==> src/rtl/grs_pkg.sv <==
`timescale 1ns / 1ps
// ----------------------------------------------------------------------------
// grs_pkg
// Shared constants and types for the group reverse stream unit.
// ----------------------------------------------------------------------------
package grs_pkg;

  localparam int MaxGroup   = 64;
  localparam int DataW      = 32;
  localparam int GroupSizeW = 7;
  localparam int CntW       = $clog2(MaxGroup + 1);

  typedef logic [DataW-1:0] data_t;

  typedef enum logic [1:0] {
    SHIFT_HOLD,
    SHIFT_UP,
    SHIFT_DOWN
  } shift_e;

  typedef struct packed {
    shift_e cmd;
  } chain_ctrl_t;

endpackage

==> src/rtl/grs_cell.sv <==
`timescale 1ns / 1ps
// ----------------------------------------------------------------------------
// grs_cell
// One storage cell of the chain: holds, takes its lower or its upper neighbor.
// ----------------------------------------------------------------------------
module grs_cell import grs_pkg::*; (
  input  logic        clk_i,
  input  chain_ctrl_t ctrl_i,
  input  data_t       lower_i,
  input  data_t       upper_i,
  output data_t       data_o
);

  data_t data_d, data_q;

  always_comb begin
    case (ctrl_i.cmd)
      SHIFT_UP:   data_d = lower_i;
      SHIFT_DOWN: data_d = upper_i;
      SHIFT_HOLD: data_d = data_q;
      default:    data_d = data_q;
    endcase
  end

  always_ff @(posedge clk_i) begin
    data_q <= data_d;
  end

  assign data_o = data_q;

endmodule

==> src/rtl/grs_chain.sv <==
`timescale 1ns / 1ps
// ----------------------------------------------------------------------------
// grs_chain
// Row of cells forming a bidirectional shift line of group storage.
// ----------------------------------------------------------------------------
module grs_chain import grs_pkg::*; (
  input  logic        clk_i,
  input  chain_ctrl_t ctrl_i,
  input  data_t       in_data_i,
  output data_t       head_o,
  output data_t       tail_o
);

  data_t cell_data [MaxGroup];

  for (genvar i = 0; i < MaxGroup; i++) begin : g_cell
    data_t lower, upper;
    if (i == 0) begin : g_first
      assign lower = in_data_i;
    end else begin : g_lower
      assign lower = cell_data[i-1];
    end
    if (i == MaxGroup - 1) begin : g_last
      assign upper = '0;
    end else begin : g_upper
      assign upper = cell_data[i+1];
    end
    grs_cell u_cell (
      .clk_i   (clk_i),
      .ctrl_i  (ctrl_i),
      .lower_i (lower),
      .upper_i (upper),
      .data_o  (cell_data[i])
    );
  end

  assign head_o = cell_data[0];
  assign tail_o = cell_data[MaxGroup-1];

endmodule

==> src/rtl/group_reverse_stream_unit.sv <==
`timescale 1ns / 1ps
// ----------------------------------------------------------------------------
// group_reverse_stream_unit
// Reverses full groups of a configurable size in a stream of signed values.
// ----------------------------------------------------------------------------
// usage
//   in channel: value_i / final_req_i, one element per transfer
//   out channel: value_res_o / final_res_o, registered output stage
//   cfg channel: cfg_group_size_i, always ready, write only while idle
//   group size 0 or 1: each element appears at the output in the cycle
//   after its transfer, one element per cycle while the receiver is ready
//   otherwise elements shift into a row of 64 cells, one per cycle while
//   in_ready_o is high; a full group drains newest first from the head cell,
//   one result per cycle while the receiver is ready; a short trailing
//   group closed by final_req_i first shifts up until its oldest element
//   sits in the tail cell, then drains oldest first, one result per cycle
//   while the receiver is ready; input is held off while a group aligns
//   or drains
//   reset: group size 1, no elements held, output empty
//   a stalled receiver holds the output register and freezes the drain
// ----------------------------------------------------------------------------
module group_reverse_stream_unit import grs_pkg::*; (
  input  logic                  clk_i,
  input  logic                  rst_ni,
  input  logic                  in_valid_i,
  output logic                  in_ready_o,
  input  logic signed [31:0]    value_i,
  input  logic                  final_req_i,
  output logic                  out_valid_o,
  input  logic                  out_ready_i,
  output logic signed [31:0]    value_res_o,
  output logic                  final_res_o,
  input  logic                  cfg_valid_i,
  output logic                  cfg_ready_o,
  input  logic [GroupSizeW-1:0] cfg_group_size_i
);

  typedef enum logic [1:0] {
    ST_IDLE,
    ST_LIFO,
    ST_ALIGN,
    ST_FIFO
  } state_e;

  state_e              state_q;
  logic [GroupSizeW-1:0] group_size_q;
  logic [CntW-1:0]     count_q;
  logic [CntW-1:0]     align_q;
  logic                fin_q;
  logic                out_valid_q;
  data_t               out_value_q;
  logic                out_final_q;

  logic [CntW-1:0]     eff_k;
  logic [CntW-1:0]     n_next;
  logic                pass;
  logic                out_free;
  logic                out_load;
  logic                in_xfer;
  logic                cfg_xfer;
  chain_ctrl_t         chain_ctrl;
  data_t               head, tail;

  assign eff_k    = (group_size_q > GroupSizeW'(MaxGroup)) ? CntW'(MaxGroup)
                                                           : CntW'(group_size_q);
  assign pass     = (eff_k <= CntW'(1));
  assign out_free = !out_valid_q || out_ready_i;
  assign in_ready_o = (state_q == ST_IDLE) && !cfg_valid_i && (!pass || out_free);
  assign in_xfer  = in_valid_i && in_ready_o;
  assign cfg_ready_o = 1'b1;
  assign cfg_xfer = cfg_valid_i && cfg_ready_o;
  assign n_next   = count_q + CntW'(1);
  assign out_load = ((state_q == ST_IDLE) && in_xfer && pass) ||
                    (((state_q == ST_LIFO) || (state_q == ST_FIFO)) && out_free);

  always_comb begin
    chain_ctrl.cmd = SHIFT_HOLD;
    case (state_q)
      ST_IDLE:  if (in_xfer && !pass) chain_ctrl.cmd = SHIFT_UP;
      ST_LIFO:  if (out_free) chain_ctrl.cmd = SHIFT_DOWN;
      ST_ALIGN: chain_ctrl.cmd = SHIFT_UP;
      ST_FIFO:  if (out_free) chain_ctrl.cmd = SHIFT_UP;
      default:  chain_ctrl.cmd = SHIFT_HOLD;
    endcase
  end

  grs_chain u_chain (
    .clk_i     (clk_i),
    .ctrl_i    (chain_ctrl),
    .in_data_i (data_t'(value_i)),
    .head_o    (head),
    .tail_o    (tail)
  );

  always_ff @(posedge clk_i or negedge rst_ni) begin
    if (!rst_ni) begin
      state_q      <= ST_IDLE;
      group_size_q <= GroupSizeW'(1);
      count_q      <= '0;
      align_q      <= '0;
      fin_q        <= 1'b0;
      out_valid_q  <= 1'b0;
      out_value_q  <= '0;
      out_final_q  <= 1'b0;
    end else begin
      out_valid_q <= out_load || (out_valid_q && !out_ready_i);
      if (cfg_xfer) begin
        group_size_q <= cfg_group_size_i;
        count_q      <= '0;
      end else begin
        case (state_q)
          ST_IDLE: begin
            if (in_xfer) begin
              if (pass) begin
                out_value_q <= data_t'(value_i);
                out_final_q <= final_req_i;
                count_q     <= '0;
              end else if (n_next == eff_k) begin
                count_q <= n_next;
                fin_q   <= final_req_i;
                state_q <= ST_LIFO;
              end else if (final_req_i) begin
                count_q <= n_next;
                align_q <= CntW'(MaxGroup) - n_next;
                state_q <= ST_ALIGN;
              end else begin
                count_q <= n_next;
              end
            end
          end
          ST_LIFO: begin
            if (out_free) begin
              out_value_q <= head;
              out_final_q <= fin_q && (count_q == CntW'(1));
              count_q     <= count_q - CntW'(1);
              if (count_q == CntW'(1)) state_q <= ST_IDLE;
            end
          end
          ST_ALIGN: begin
            align_q <= align_q - CntW'(1);
            if (align_q == CntW'(1)) state_q <= ST_FIFO;
          end
          ST_FIFO: begin
            if (out_free) begin
              out_value_q <= tail;
              out_final_q <= (count_q == CntW'(1));
              count_q     <= count_q - CntW'(1);
              if (count_q == CntW'(1)) state_q <= ST_IDLE;
            end
          end
          default: state_q <= ST_IDLE;
        endcase
      end
    end
  end

  assign out_valid_o = out_valid_q;
  assign value_res_o = $signed(out_value_q);
  assign final_res_o = out_final_q;

  // no input while a group aligns or drains
  assert property (@(posedge clk_i) disable iff (!rst_ni)
    (state_q != ST_IDLE) |-> !in_ready_o)
    else $error("input ready outside idle");

  // draining always has elements left
  assert property (@(posedge clk_i) disable iff (!rst_ni)
    (state_q == ST_LIFO || state_q == ST_FIFO) |-> (count_q != '0))
    else $error("drain with empty group");

  // a gathering group stays below the group size
  assert property (@(posedge clk_i) disable iff (!rst_ni)
    (state_q == ST_IDLE && !pass) |-> (count_q < eff_k))
    else $error("fill count reached group size while idle");

  // fill count never exceeds the chain length
  assert property (@(posedge clk_i) disable iff (!rst_ni)
    count_q <= CntW'(MaxGroup))
    else $error("fill count beyond chain length");

endmodule
==> config.mk <==
export PLATFORM = sky130hd
export DESIGN_NAME = group_reverse_stream_unit
export DESIGN_NICKNAME = d
export VERILOG_FILES = /design/src/rtl/grs_pkg.sv /design/src/rtl/grs_cell.sv /design/src/rtl/grs_chain.sv /design/src/rtl/group_reverse_stream_unit.sv
export SDC_FILE = /design/constraint.sdc
export NUM_CORES = 2
export LEC_CHECK = 0
export ABC_AREA = 1
export ABC_CLOCK_PERIOD_IN_PS = 51400
export BUFFER_PORTS_ARGS = -buffer_cell sky130_fd_sc_hd__buf_2
export CAP_MARGIN = 10
export CORE_ASPECT_RATIO = 1.25
export CORE_MARGIN = 8
export CORE_UTILIZATION = 45
export CTS_CLUSTER_DIAMETER = 30
export DETAILED_ROUTE_END_ITERATION = 12
export PLACE_DENSITY = 0.7
export SYNTH_ARGS = -nofsm -noshare
export SYNTH_HDL_FRONTEND = slang
export SYNTH_SLANG_ARGS = --single-unit
==> constraint.sdc <==
create_clock -name clk_i -period 51.4 [get_ports clk_i]
set_input_delay 10.28 -clock clk_i [delete_from_list [all_inputs] [get_ports clk_i]]
set_output_delay 10.28 -clock clk_i [all_outputs]
set_load 0.01 [all_outputs]
; Word level (Yosys, flattened, before mapping)
; Cells that the tools add are included.
[op_classes]
addsub = 4
n_lt_le_gt_ge = 2
n_eq_ne = 21
n_mux = 97
bitwise_logic = 2
reduce_logical = 29
[op_table]
columns = op, n
row1 = 32-bit case mux with 2 select lines, 64
row2 = 32-bit 2-to-1 mux, 4
row3 = 32-bit case mux with 3 select lines, 1
row4 = 7-bit 2-to-1 mux, 9
row5 = 7-bit case mux with 2 select lines, 2
row6 = 2-bit 2-to-1 mux, 8
row7 = 2-bit inequality test (second input constant), 8
row8 = 7-bit by 1-bit == test with 1-bit output (second input constant), 2
row9 = 7-bit by 1-bit subtractor with 7-bit output (second input constant), 2
row10 = 6-bit AND reduction, 2
row11 = 1-bit logical AND, 9
row12 = 2-bit case mux with 4 select lines, 1
row13 = 7-bit by 1-bit adder with 7-bit output (second input constant), 1
row14 = 7-bit == test, 1
row15 = 7-bit greater-than comparator (second input constant), 1
row16 = 7-bit by 1-bit <= comparator with 1-bit output (second input constant), 1
row17 = 7-bit AND reduction, 1
row18 = 7-bit subtractor (first input constant), 1
row19 = 2-bit == test (second input constant), 3
row20 = 1-bit 2-to-1 mux, 6
row21 = 2-bit case mux with 3 select lines, 1
row22 = 3-bit nonzero test, 2
row23 = 1-bit logical OR, 5
row24 = 5-bit AND reduction, 1
row25 = 12 further kinds, 19
[totals]
ff_bits = 2106
inputBits = 45
output_inout_bits = 36
elab_cells = 227

; Depth between registers and ports, before layout
[logic_depth]
ltp_word = 12
ltp_mapped = 19
ltp_nobuf = 15

; By module
; A second synthesis with hierarchy kept.
[unflattened]
cells_unflattened = 9431
hier_area_um2 = 97938.9
[by_module_without_submodules]
columns = mod, n_inst, cells_per_inst, area_per_inst_um2, seq_area_each_um2
row1 = grs_cell, 64, 139, 1472.7, 960.9
row2 = group_reverse_stream_unit, 1, 534, 3684.8, 1452.6
row3 = grs_chain, 1, 1, 3.8, 0.0

; Least setup slack after synthesis
; OpenSTA, ideal clock, no wires.
[synth_timing]
kind = in2reg
from = input cfg_valid_i
to = register u_chain.g_cell[0].u_cell.data_q[0], enable pin
t_arrival_ns = 50.725
required_ns = 49.024
slack_ns = -1.701
cell_stages = 10
n_path_buf = 0
path_cell_list = inv_2 nand2_1 a21oi_2 nand2_2 nor2_1 inv_1 nand2_1 inv_1 ha_1 inv_1
[synth_via]
elab_chain_len = 9
word_cells_on_any_way = 10
classes_between = eq/ne: 2 / mux: 2 / reduce/logical: 6
[synth_lines]
columns = item, line_no
row1 = "start, declared", group_reverse_stream_unit.sv:33  ; input logic cfg_valid_i,
row2 = 1-bit zero test (*), group_reverse_stream_unit.sv:68  ; assign in_ready_o = (state_q == ST_IDLE) && !cfg_valid_i && (!pass || out_free);
row3 = 1-bit logical AND (*) (2 in a row), group_reverse_stream_unit.sv:68
row4 = net in_ready_o, group_reverse_stream_unit.sv:26  ; output logic in_ready_o,
row5 = 1-bit logical AND (*), group_reverse_stream_unit.sv:69  ; assign in_xfer = in_valid_i && in_ready_o;
row6 = 1-bit logical AND (*), group_reverse_stream_unit.sv:79  ; ST_IDLE: if (in_xfer && !pass) chain_ctrl.cmd = SHIFT_UP;
row7 = 1-bit 2-to-1 mux (*), group_reverse_stream_unit.sv:79
row8 = 2-bit case mux with 4 select lines (*), group_reverse_stream_unit.sv:78  ; case (state_q)
row9 = 2-bit == test or 2-bit by 1-bit == test with 1-bit output (tied branches), grs_cell.sv:17  ; case (ctrl_i.cmd)
row10 = 2-bit nonzero test (no source line) (*), -
row11 = "end signal, assigned", grs_cell.sv:26  ; data_q <= data_d;
row12 = "end, declared", grs_cell.sv:14  ; data_t data_d, data_q;
; Mark *: on every way through the listed nets, which the timed path passes. The rest lies on a longest branch.
; A chain may end at the register's enable or synchronous reset.

; Worst setup path after layout
[layout_timing]
from = input out_ready_i
to = output in_ready_o
[layout_via]
elab_chain_len = 3
[layout_lines]
columns = item, line_no
row1 = "start, declared", group_reverse_stream_unit.sv:30  ; input logic out_ready_i,
row2 = 1-bit logical OR, group_reverse_stream_unit.sv:67  ; assign out_free = !out_valid_q || out_ready_i;
row3 = 1-bit logical OR, group_reverse_stream_unit.sv:68
row4 = 1-bit logical AND, group_reverse_stream_unit.sv:68
row5 = "end, declared", group_reverse_stream_unit.sv:26
; Every way passes these cells.

==> out/qor.yml <==
outcome:
  outcome: "finished, final reports clean"
finish:
  multi_input_comb_area_um2: 19800
  fin_cells: 11066
  drive_gt1_share_pct: 9.58
  fin_util_pct: 53.5
  layout.nets: 8206
  fillers: 15968
  seqCellArea_um2: 63000
  areaGrowthSynthToFinish_pct: 18.1
  final_area_um2: 105000
power:
  seqPwrFrac_pct: 45.6
  power_density_nw_per_um2: 80.8
  p_comb_share_pct: 22.4
  design_power_total_mw: 8.50
  p_sw_mw: 2.66
  swShare_pct: 31.2
  clock_power_share_pct: 32.0
  p_leak_nw: 40.7
  peakVddDrop_v: 0.0000959
  internal_power_mw: 5.84
die:
  die_w_um: 414
  row_count: 182
  die_h_um: 513
  die_area_um2: 213000
  ios: 81
  core_um2: 197000
  start_util_pct: 45.3
placed_design:
  post_dp_cell_area_um2: 91000
  dp_slack_ns: 30.12
  port_buffers: 79
  place_inst: 10309
  gp_congestion: 0.841
  post-dp-hpwl_um: 87400
timing:
  setup_ws_ns: 30.09
  post-route-period-util_pct: 41.5
  hold_viol: 0
  setup_tns_ns: 0
  rsz0062_at_grt: "false"
  skew_ns: 0.0852
  fmax_ghz: 0.0469
  setup_violations: 0
  slew_violations: 0
  hold_ws_ns: 0.478
  min_period_ns: 21.31
  max-slew-margin-rel_pct: 14.1
  worstMarginPinSlew_ns: 1.29
detailed_routing:
  wirelength_um: 157000
  dr.pass1.iters: 6
  via_count: 55168
  drtAntennaViolNets: 0
  drt_iter0_markers: 5119
  avgRoutedWirePerCell_um: 14.2
  viasPerCell: 4.99
  drc_errors: 0
yosys:
  syn_inst: 8084
  synth_most_common_cell: "edfxtp_1"
  synth_nets: 8136
  ys.warnings.count: 0
  ys_types: 41
  ys_ff_latch: 2106
  ys_seq_area_share_pct: 70.7
  synth_area_leaders: "edfxtp_1, o21ai_0, a21oi_1"
  netlist_area_um2: 89100
  ys.flop_type: "edfxtp_1"
  synth_common_cells: "edfxtp_1, nand2_1, inv_1"
  post-synth-top-area-fraction_pct: 69.0
  avgSynthCellArea_um2: 11.0
  synth_edf_count: 2048
  yosysTopAreaCell: "edfxtp_1"
  async_flop_share_pct: 2.75
worst_hold_path:
  hp-class: "register to register"
global_route:
  grt_pass1_vias: 53599
  antenna_found_initial: 4
  grt_usage_pct: 14.3
  grt_pass1_wl_um: 260000
  globalRoute.totalOverflow: 0
  grt_max_degree: 328
critical_path:
  critical_path_required_ns: 41.12
  crit_path_start_kind: "input port"
  cp_max_fo: 6
  end_kind: "output port"
  cp_data_arrival_time_ns: 11.03
  critPathKind: "input port to output port"
  r2r_slack_ns: 43.08
cts:
  cts_resized: 0
  cts_buffer_depth: 4
  cts_inserted_buffers: 419
  htreeDepth: 5
  ctsHoldBuffers: 0
  cts_root_buffer: "clkbuf_16"
  cts_tree: "built"
  post_cts_buffers: 0
  clock_latency_ns: 0.93
  cts.sinks: 2106
  clk_pin_slew_ns: 0.05
run:
  maxCapViolations: 0
logic make-up (layout without fill, tap and decap cells):
| group | after synthesis | in the layout | share of synthesized area [%] |
|---|---|---|---|
| simple gates | 2259 | 2259 | 9.68 |
| compound gates | 2098 | 2098 | 12.0 |
| buf+inv | 1578 | 1982 | 7.15 |
| fa+ha+maj | 7 | 7 | 0.0983 |
| other cells | 1 | 3 | 0.00421 |
| xor+xnor | 5 | 5 | 0.0492 |
| mux | 30 | 30 | 0.379 |
| flops | 2106 | 2106 | 70.7 |
layout make-up:
type | count | share of cell area, %
Clock buffer | 487 | 10.3
Multi-Input combinational cell | 4400 | 18.8
Tap cell | 2576 | 3.06
Inverter | 1101 | 3.93
Clock inverter | 268 | 3.23
Antenna cell | 2 | 0.00476
Sequential cell | 2106 | 59.8
Timing Repair Buffer | 126 | 0.842
worst max-delay path, stage by stage:
cell     delay [ns]
buf_2          0.09
nor2_1         0.36
a21oi_2        0.13
buf_2          0.16
registers in the layout, summed over array words and instances, names as in the netlist:
name,cells
final_res_o,1
group_size_q,7
align_q,7
fin_q,1
state_q,2
count_q,7
u_chain.g_cell.u_cell.data_o,2048
out_valid_o,1
value_res_o,32
worst paths after layout:
check	start	to	cells after the start
worst max-delay path	out_ready_i	in_ready_o	4
worst min-delay path	u_chain.g_cell[6].u_cell.data_o[9]	u_chain.g_cell[5].u_cell.data_o[9]	2
worst max register to register	state_q[0]	u_chain.g_cell[21].u_cell.data_o[14]	12
worst min register to register	u_chain.g_cell[6].u_cell.data_o[9]	u_chain.g_cell[5].u_cell.data_o[9]	2
max in group asynchronous	rst_ni	value_res_o[22]	2
min in group asynchronous	rst_ni	value_res_o[25]	2
cells in the final DEF, fill, tap and decap left out, drive strengths merged:
master,instances
nand4,7
clkinv,157
o2111ai,3
dfrtp,57
conb,1
a22oi,2
dfstp,1
nor3,3
nand3,31
bufinv,76
o21a,1
clkbuf,487
mux2,30
nand3b,2
nor2,1097
buf,126
diode,2
and3,1
a221oi,30
xor2,2
clkinvlp,25
inv,1111
o211ai,2
o21ai,1049
o31ai,1
ha,7
o22ai,3
nand2,1117
xnor2,3
a21oi,1007
edfxtp,2048
and2,1
metal layers:
metal	share of wire (%)	vias up	global-route usage [%]	routed length, µm
met3	4.2	335	2.89	6680
met2	47	1071	22.8	74000
li1	-	27713	-	-
met1	44	26049	18.7	69700
met5	0	-	0	0
met4	4.4	0	6.91	6880
power by group through the flow:
stage               Combinational (mW)  Clock [mW]  Sequential, mW
global route                      2.19        2.85            3.99
detailed placement                1.89           0            3.89
CTS                               1.93        2.76            3.88
finish                            1.91        2.72            3.88
floorplan                         1.44           0            5.35
global placement                  1.78           0            3.86
Power figures use the tool's default switching activity.
